$ cat src/tcw_pkg.sv
// ----------------------------------------------------------------------------
// tcw_pkg
// Shared types and constants of the text console writer.
// ----------------------------------------------------------------------------
package tcw_pkg;

  // Cursor register widths cover the full range of the geometry parameters
  // (up to 128 columns and 64 rows).
  localparam int COL_W = 7;
  localparam int ROW_W = 6;

  localparam int CHAR_W = 8;
  localparam int ATTR_W = 8;
  localparam int CELL_W = 16;

  // Result field widths
  localparam int OUT_COL_W  = 7;
  localparam int OUT_ROW_W  = 5;
  localparam int OUT_ADDR_W = 11;

  // Operation codes
  localparam logic OP_PUT   = 1'b0;
  localparam logic OP_CLEAR = 1'b1;

  // Character codes
  localparam logic [CHAR_W-1:0] SPACE_CHAR  = 8'h20;
  localparam logic [CHAR_W-1:0] BS_CHAR     = 8'h08;
  localparam logic [CHAR_W-1:0] TAB_CHAR    = 8'h09;
  localparam logic [CHAR_W-1:0] CR_CHAR     = 8'h0D;
  localparam logic [CHAR_W-1:0] LF_CHAR     = 8'h0A;
  localparam logic [CHAR_W-1:0] PRINT_LIMIT = 8'h80;

  // Configuration register indexes
  localparam logic REG_TEXT_ATTR  = 1'b0;
  localparam logic REG_BLANK_ATTR = 1'b1;

  localparam logic [ATTR_W-1:0] RESET_TEXT_ATTR  = 8'h07;
  localparam logic [ATTR_W-1:0] RESET_BLANK_ATTR = 8'h0F;

  typedef enum logic [1:0] {
    ST_IDLE,
    ST_COPY,
    ST_FILL
  } tcw_state_t;

  // Outcome of one cursor update
  typedef struct packed {
    logic [COL_W-1:0] col;
    logic [ROW_W-1:0] row;
    logic             written;
    logic             scroll;
  } step_t;

endpackage

$ cat src/tcw_cursor_step.sv
// ----------------------------------------------------------------------------
// tcw_cursor_step
// Next cursor position for one command, with wrap and scroll detection.
// ----------------------------------------------------------------------------
module tcw_cursor_step #(
  parameter int COLUMNS = 80,
  parameter int ROWS    = 25
) (
  input  logic                       op,
  input  logic [tcw_pkg::CHAR_W-1:0] char_code,
  input  logic [tcw_pkg::COL_W-1:0]  col,
  input  logic [tcw_pkg::ROW_W-1:0]  row,
  output tcw_pkg::step_t             step
);
  import tcw_pkg::*;

  localparam logic [COL_W:0] COLS_C = (COL_W+1)'(COLUMNS);
  localparam logic [ROW_W:0] ROWS_C = (ROW_W+1)'(ROWS);

  logic [COL_W:0] col_w;
  logic [ROW_W:0] row_w;
  logic           written;
  logic           scroll;

  always_comb begin
    col_w   = {1'b0, col};
    row_w   = {1'b0, row};
    written = 1'b0;
    scroll  = 1'b0;
    if (op == OP_CLEAR) begin
      col_w = '0;
      row_w = '0;
    end else begin
      case (char_code)
        BS_CHAR: begin
          if (col_w != '0) col_w = col_w - 1'b1;
        end
        TAB_CHAR: begin
          col_w = (col_w + (COL_W+1)'(8)) & ~(COL_W+1)'(7);
        end
        CR_CHAR: begin
          col_w = '0;
        end
        LF_CHAR: begin
          col_w = '0;
          row_w = row_w + 1'b1;
        end
        default: begin
          if (char_code >= SPACE_CHAR && char_code < PRINT_LIMIT) begin
            written = 1'b1;
            col_w   = col_w + 1'b1;
          end
        end
      endcase
      // wrap past the last column
      if (col_w >= COLS_C) begin
        col_w = '0;
        row_w = row_w + 1'b1;
      end
      // past the bottom row: clamp and request a scroll
      if (row_w >= ROWS_C) begin
        scroll = 1'b1;
        row_w  = ROWS_C - 1'b1;
      end
    end
    step.col     = col_w[COL_W-1:0];
    step.row     = row_w[ROW_W-1:0];
    step.written = written;
    step.scroll  = scroll;
  end

endmodule

$ cat src/text_console_writer.sv
// ----------------------------------------------------------------------------
// text_console_writer
// Text-mode console: cell store, cursor, wrap, scroll and clear.
// ----------------------------------------------------------------------------
// Result: done is registered and rises in the cycle after its command beat.
// Throughput: put of a character or control byte that does not scroll: one
//   beat per cycle, busy stays low. A put that scrolls holds busy for a row
//   copy through the single cell memory, then a bottom row fill; clear holds
//   busy while it writes the whole store, one cell per cycle.
// Reset: synchronous; the store is blanked by a sweep of every cell with
//   busy high. Configuration writes are taken at any time.
// ----------------------------------------------------------------------------
module text_console_writer #(
  parameter int COLUMNS = 80,
  parameter int ROWS    = 25
) (
  input  logic                           clk,
  input  logic                           rst,
  // command channel
  input  logic                           start,
  output logic                           busy,
  input  logic                           op,
  input  logic [tcw_pkg::CHAR_W-1:0]     char_code,
  // result channel
  output logic                           done,
  output logic [tcw_pkg::OUT_COL_W-1:0]  cursor_column,
  output logic [tcw_pkg::OUT_ROW_W-1:0]  cursor_row,
  output logic [tcw_pkg::OUT_ADDR_W-1:0] cursor_location,
  output logic                           cell_written,
  output logic [tcw_pkg::OUT_ADDR_W-1:0] cell_address,
  output logic [tcw_pkg::CELL_W-1:0]     cell_value,
  // configuration port
  input  logic                           cfg_write,
  input  logic                           cfg_index,
  input  logic [tcw_pkg::ATTR_W-1:0]     cfg_data
);
  import tcw_pkg::*;

  localparam int CELLS = COLUMNS * ROWS;
  localparam int AW    = $clog2(CELLS);
  // cells moved by a scroll: every row but the top one
  localparam logic [AW-1:0] COPY_LAST = AW'((ROWS - 1) * COLUMNS - 1);
  localparam logic [AW-1:0] FILL_BASE = AW'((ROWS - 1) * COLUMNS);
  localparam logic [AW-1:0] CELL_LAST = AW'(CELLS - 1);
  localparam logic [AW-1:0] ROW_STEP  = AW'(COLUMNS);

  // state and sweep control
  tcw_state_t        state, state_next;
  logic [AW-1:0]     cnt, cnt_next;
  logic              copy_pend;
  logic [AW-1:0]     copy_wa;
  logic [CELL_W-1:0] blank_q;

  // cursor and attributes
  logic [COL_W-1:0]  col_q;
  logic [ROW_W-1:0]  row_q;
  logic [ATTR_W-1:0] text_attr;
  logic [ATTR_W-1:0] blank_attr;

  // cell memory
  logic [CELL_W-1:0] mem [CELLS];
  logic [CELL_W-1:0] rdata_q;
  logic [AW-1:0]     rd_addr;
  logic              mem_we;
  logic [AW-1:0]     mem_wa;
  logic [CELL_W-1:0] mem_wd;

  logic              accept;
  step_t             step;
  logic [AW-1:0]     cur_addr;
  logic [AW-1:0]     loc_next;

  assign busy   = (state != ST_IDLE);
  assign accept = start && !busy;

  tcw_cursor_step #(
    .COLUMNS (COLUMNS),
    .ROWS    (ROWS)
  ) u_step (
    .op        (op),
    .char_code (char_code),
    .col       (col_q),
    .row       (row_q),
    .step      (step)
  );

  // cell under the cursor before the beat, and cursor location after it
  assign cur_addr = AW'(int'(row_q) * COLUMNS + int'(col_q));
  assign loc_next = AW'(int'(step.row) * COLUMNS + int'(step.col));

  // ---------------------------------------------------------------------------
  // Configuration: take writes at any time, drop unknown indexes.
  // ---------------------------------------------------------------------------
  always_ff @(posedge clk) begin
    if (rst) begin
      text_attr  <= RESET_TEXT_ATTR;
      blank_attr <= RESET_BLANK_ATTR;
    end else if (cfg_write) begin
      unique case (cfg_index)
        REG_TEXT_ATTR:  text_attr  <= cfg_data;
        REG_BLANK_ATTR: blank_attr <= cfg_data;
        default: ;
      endcase
    end
  end

  // ---------------------------------------------------------------------------
  // Sequencer. IDLE takes beats; COPY walks rows up one cell per cycle (the
  // read runs one row ahead of the write, so no entry is read after it is
  // overwritten); FILL writes blanks from cnt to the last cell.
  // ---------------------------------------------------------------------------
  always_ff @(posedge clk) begin
    if (rst) begin
      state <= ST_FILL;
      cnt   <= '0;
    end else begin
      state <= state_next;
      cnt   <= cnt_next;
    end
  end

  always_comb begin
    state_next = state;
    cnt_next   = cnt;
    unique case (state)
      ST_IDLE: begin
        if (accept) begin
          if (op == OP_CLEAR) begin
            state_next = ST_FILL;
            cnt_next   = '0;
          end else if (step.scroll) begin
            state_next = ST_COPY;
            cnt_next   = '0;
          end
        end
      end
      ST_COPY: begin
        if (cnt == COPY_LAST) begin
          state_next = ST_FILL;
          cnt_next   = FILL_BASE;
        end else begin
          cnt_next = cnt + 1'b1;
        end
      end
      ST_FILL: begin
        // hold while the last copied cell drains into the memory
        if (!copy_pend) begin
          if (cnt == CELL_LAST) begin
            state_next = ST_IDLE;
          end else begin
            cnt_next = cnt + 1'b1;
          end
        end
      end
      default: state_next = ST_IDLE;
    endcase
  end

  // copy pipeline: read issued this cycle is written back next cycle
  always_ff @(posedge clk) begin
    if (rst) begin
      copy_pend <= 1'b0;
    end else begin
      copy_pend <= (state == ST_COPY);
    end
  end

  always_ff @(posedge clk) begin
    copy_wa <= cnt;
    // latch the blank cell at the start of each sweep
    if (rst) begin
      blank_q <= {RESET_BLANK_ATTR, SPACE_CHAR};
    end else if (accept) begin
      blank_q <= {blank_attr, SPACE_CHAR};
    end
  end

  assign rd_addr = cnt + ROW_STEP;

  always_comb begin
    mem_we = 1'b0;
    mem_wa = cnt;
    mem_wd = blank_q;
    if (copy_pend) begin
      mem_we = 1'b1;
      mem_wa = copy_wa;
      mem_wd = rdata_q;
    end else if (state == ST_FILL) begin
      mem_we = 1'b1;
    end else if (accept && op == OP_PUT && step.written) begin
      mem_we = 1'b1;
      mem_wa = cur_addr;
      mem_wd = {text_attr, char_code};
    end
  end

  always_ff @(posedge clk) begin
    if (mem_we) mem[mem_wa] <= mem_wd;
    rdata_q <= mem[rd_addr];
  end

  // ---------------------------------------------------------------------------
  // Cursor and result registers
  // ---------------------------------------------------------------------------
  always_ff @(posedge clk) begin
    if (rst) begin
      col_q <= '0;
      row_q <= '0;
      done  <= 1'b0;
    end else begin
      done <= accept;
      if (accept) begin
        col_q <= step.col;
        row_q <= step.row;
      end
    end
  end

  always_ff @(posedge clk) begin
    if (accept) begin
      cursor_column   <= step.col;
      cursor_row      <= step.row[OUT_ROW_W-1:0];
      cursor_location <= OUT_ADDR_W'(loc_next);
      cell_written    <= step.written;
      cell_address    <= step.written ? OUT_ADDR_W'(cur_addr) : '0;
      cell_value      <= step.written ? {text_attr, char_code} : '0;
    end
  end

endmodule

$ cat config.mk
export PLATFORM = sky130hd
export DESIGN_NAME = text_console_writer
export DESIGN_NICKNAME = d
export VERILOG_FILES = /design/src/tcw_pkg.sv /design/src/tcw_cursor_step.sv /design/src/text_console_writer.sv
export SDC_FILE = /design/constraint.sdc
export NUM_CORES = 1
export LEC_CHECK = 0
export BUFFER_PORTS_ARGS = -buffer_cell sky130_fd_sc_hd__buf_2
export CORE_MARGIN = 2
export CORE_UTILIZATION = 53
export DETAILED_ROUTE_END_ITERATION = 8
export PLACE_DENSITY = 0.85
export SYNTH_ARGS = -nofsm -noshare
export SYNTH_HDL_FRONTEND = slang
export SYNTH_HIERARCHICAL = 1
export SYNTH_SLANG_ARGS = --single-unit
export TNS_END_PERCENT = 10
$ cat constraint.sdc
create_clock -name clk -period 4.69 [get_ports clk]
set_clock_uncertainty 0.1 [all_clocks]
set_input_delay 0.2345 -clock clk [delete_from_list [all_inputs] [get_ports clk]]
set_output_delay 0.2345 -clock clk [all_outputs]
set_load 0.03 [all_outputs]
==> results_dict.tcl <==
set metrics [dict create \
    area_growth_pct 15.48 \
    switching_share_pct 35.28 \
    dpl_cell_area_um2 5856 \
    synth_top_family_by_area "simple AND/OR/NAND/NOR gates" \
    clk_path_buf_depth 2 \
    nFillCells 772 \
    seq_power_share_pct 47.3 \
    synth-async-reset-ratio_pct 0 \
    ios 75 \
    rows 36 \
    fp.dieW_um 104.2 \
    p_leak_nw 2.557 \
    grt_max_degree 61 \
    ir_drop_mv 0.1825 \
    slowest_stage "fa_1" \
    worstSetupStartpointType "register" \
    drt_wl_total_mm 12.65 \
    dr.pass1.iters 6 \
    cts.clk_slew.worst_paths_ns 0.09 \
    place.gp.congestion 1.006 \
    die_h_um 104.2 \
    slew_violations 0 \
    r2r_end "cursor_location[10]" \
    post-route-drc-count 0 \
    synth_flop_cell "edfxtp_1" \
    syn_inst 553 \
    cts_buffers 9 \
    start_util_pct 54.42 \
    synthXorXnorAreaFrac_pct 4.987 \
    cpPeakStageDelay_ns 0.38 \
    cts_tree "yes" \
    reg2reg_slack_ns 0.19 \
    cp.arrival_ns 4.53 \
    synth-seq-cells 83 \
    synthMostInstantiatedCell "nand2_1" \
    setup_viol 0 \
    synthTopCellsByCount "73 x nand2_1, 47 x edfxtp_1, 40 x a21oi_1" \
    synth-compound-area-share_pct 19.27 \
    dp_hpwl_mm 8.917 \
    synth.largest_area_cell "edfxtp_1" \
    p_sw_mw 0.6425 \
    final_cell_area_um2 6142 \
    cts_root_buf "clkbuf_8" \
    syn_nets 609 \
    gr-total-overflow 0 \
    fin_util_pct 62.84 \
    crit_fanout 4 \
    antenna_found_initial 0 \
    max_cap_viol_count 0 \
    post_cts_buffers 0 \
    post_drt_wl_per_cell_um 16.30 \
    p_comb_share_pct 24.4 \
    synth_top_area_share_pct 26.53 \
    grt_pass1_vias 4426 \
    avgSynthCellArea_um2 9.618 \
    status "complete, no violations" \
    ant_nets 0 \
    cp_cell_sequence "ha_1, inv_1, o21ai_0, ha_1, xnor2_1, inv_1, nor4b_1, a31oi_1, o41ai_1, o221a_2, o2bb2ai_2, nor3_2, ha_1, ha_1, fa_1, xor2_1, o2111ai_1, xnor2_1" \
    synth-edff-count 47 \
    num_vias 4633 \
    fin_crit_sh_pct 96.05 \
    reg2reg_from "row_q[0]" \
    fmax_mhz 222.0 \
    dieArea_um2 10850 \
    core_um2 9774 \
    cpMostUsedCell "ha_1" \
    slew_headroom_pct 20.15 \
    cp.required_ns 4.72 \
    worst-r2r-cell-count 18 \
    fin_crit_ns 4.505 \
    internal-power_mw 1.179 \
    layout_setup_ws_ns 0.1852 \
    antenna_cells 0 \
    synth_area_um2 5319 \
    worst_pin_slew_ns 1.198 \
    crit_path_end "cursor_location[10]" \
    worst_hold_slack_ns 0.08064 \
    cts.sinks 83 \
    clock_latency_ns 0.38 \
    synth_cell_types 95 \
    drt_iter0_markers 391 \
    drive_above_1_share_pct 23.79 \
    yosysSeqAreaShare_pct 40.08 \
    path_class "register to register" \
    powerDensity_nw_per_um2 296.5 \
    cts_max_level 3 \
    grt_first_pass_wirelength_mm 20.38 \
    power.share.clock_pct 28.3 \
    crit_start "row_q[0]" \
    pre_cts_ws_ns -0.1011 \
    ys_warn_count 6 \
    synthAdderAreaFrac_pct 8.563 \
    ys_top_cells_by_area "edfxtp_1 27%, dfxtp_1 14%, ha_1 7.1%" \
    finalHoldViolations 0 \
    worst_setup_path_end_kind "register" \
    hp-class "input port to register" \
    yosys.area_share.simple_pct 21.76 \
    port_buffers 74 \
    via_per_inst 5.970 \
    grt_usage_pct 22.94 \
    muxShareOfSynthArea_pct 0.1882 \
    final_nets 694 \
]
how the worst min path moves through the flow:
stage                       startpoint            end  slack (ns)  depth (start not counted)
after floorplan                     op       state[0]        0.24                          1
after global placement    text_attr[4]   text_attr[4]        0.34                          2
after detailed placement  text_attr[3]   text_attr[3]        0.35                          2
after CTS                 char_code[3]  cell_value[3]        0.08                          2
after global routing      char_code[4]  cell_value[4]        0.08                          2
final                     char_code[3]  cell_value[3]        0.08                          2
area by class of cell:
| type | instances | area [um2] | share of cell area, % |
|---|---|---|---|
| Clock buffer | 9 | 123.9 | 2.017 |
| Timing Repair Buffer | 105 | 623.1 | 10.14 |
| Tap cell | 133 | 166.4 | 2.709 |
| Sequential cell | 83 | 2133 | 34.73 |
| Clock inverter | 7 | 70.07 | 1.141 |
| Multi-Input combinational cell | 413 | 2928 | 47.67 |
| Inverter | 26 | 97.59 | 1.589 |
sequential cells by signal, indices dropped and copies added, names as in the netlist, 2 cells and up:
| register | count |
|---|---|
| cursor_column | 7 |
| cell_value | 16 |
| cnt | 11 |
| row_q | 6 |
| cell_address | 11 |
| text_attr | 8 |
| col_q | 7 |
| cursor_location | 7 |
| cursor_row | 5 |
| state | 2 |
metal layers:
layer	share of wire, %	GRT usage, %	wire length (um)
met1	40	27.32	5041
met2	51	40.18	6431
met3	6.7	5.514	847
met4	2.6	8.494	326
met5	0	0	0
critical path: cells and delay by family (launching register included):
| kind | cells | cell delay [ns] |
|---|---|---|
| fa+ha+maj | 5 | 1.49 |
| buf+inv | 2 | 0.18 |
| simple gates | 2 | 0.54 |
| xor+xnor | 3 | 0.59 |
| compound gates | 6 | 1.01 |
| flops | 1 | 0.33 |
cells in the final DEF (no fill, tap or decap), types with 4 or more instances in the layout:
cell type and instances:
nor2b_1 5, edfxtp_1 47, inv_1 25, nand2_1 73, nor3_1 14, ha_1 30, clkbuf_8 9, dlygate4sd3_1 8
and3_1 4, xor2_1 8, buf_4 23, a31oi_1 12, xnor2_1 17, nand3_1 15, nand3b_1 5, dfxtp_1 35
o21a_1 4, buf_2 74, nor2_1 25, and2_1 27, a21oi_1 40, fa_1 4, o21ai_0 13, nand4_1 12
a21o_1 10
per-stage QoR:
stage	power, mW	setup TNS [ns]	instances
floorplan	1.199	0	553
global placement	1.295	0	752
detailed placement	1.312	-0.1011	752
CTS	1.824	0	776
global route	1.890	-0.02367	776
finish	1.821	0	776
power groups by stage:
| stage | combinational, mW | sequential (mW) | clock, mW |
|---|---|---|---|
| after floorplan | 0.251 | 0.948 | 0 |
| after global placement | 0.419 | 0.876 | 0 |
| after detailed placement | 0.433 | 0.879 | 0 |
| after CTS | 0.443 | 0.862 | 0.519 |
| after global routing | 0.482 | 0.868 | 0.540 |
| final | 0.444 | 0.862 | 0.515 |
logic make-up (layout without fill, tap and decap cells):
kind of cell | Yosys count | count (layout)
and+or+nand+nor | 216 | 216
other | 1 | 1
xor gates and xnor gates | 27 | 27
muxes | 1 | 1
DFF | 83 | 83
AOI/OAI and AO/OA | 134 | 134
adders and majority gates | 34 | 34
buffers and inverters | 57 | 147
what timing repair did:
| item | CTS | global route |
|---|---|---|
| gates resized for setup | 0 | 4 |
| endpoints found under the setup margin | 0 | 3 |
| hold buffers | 8 | 0 |
| hold endpoints to repair | 8 | 0 |
(Power assumes the default switching activity.)
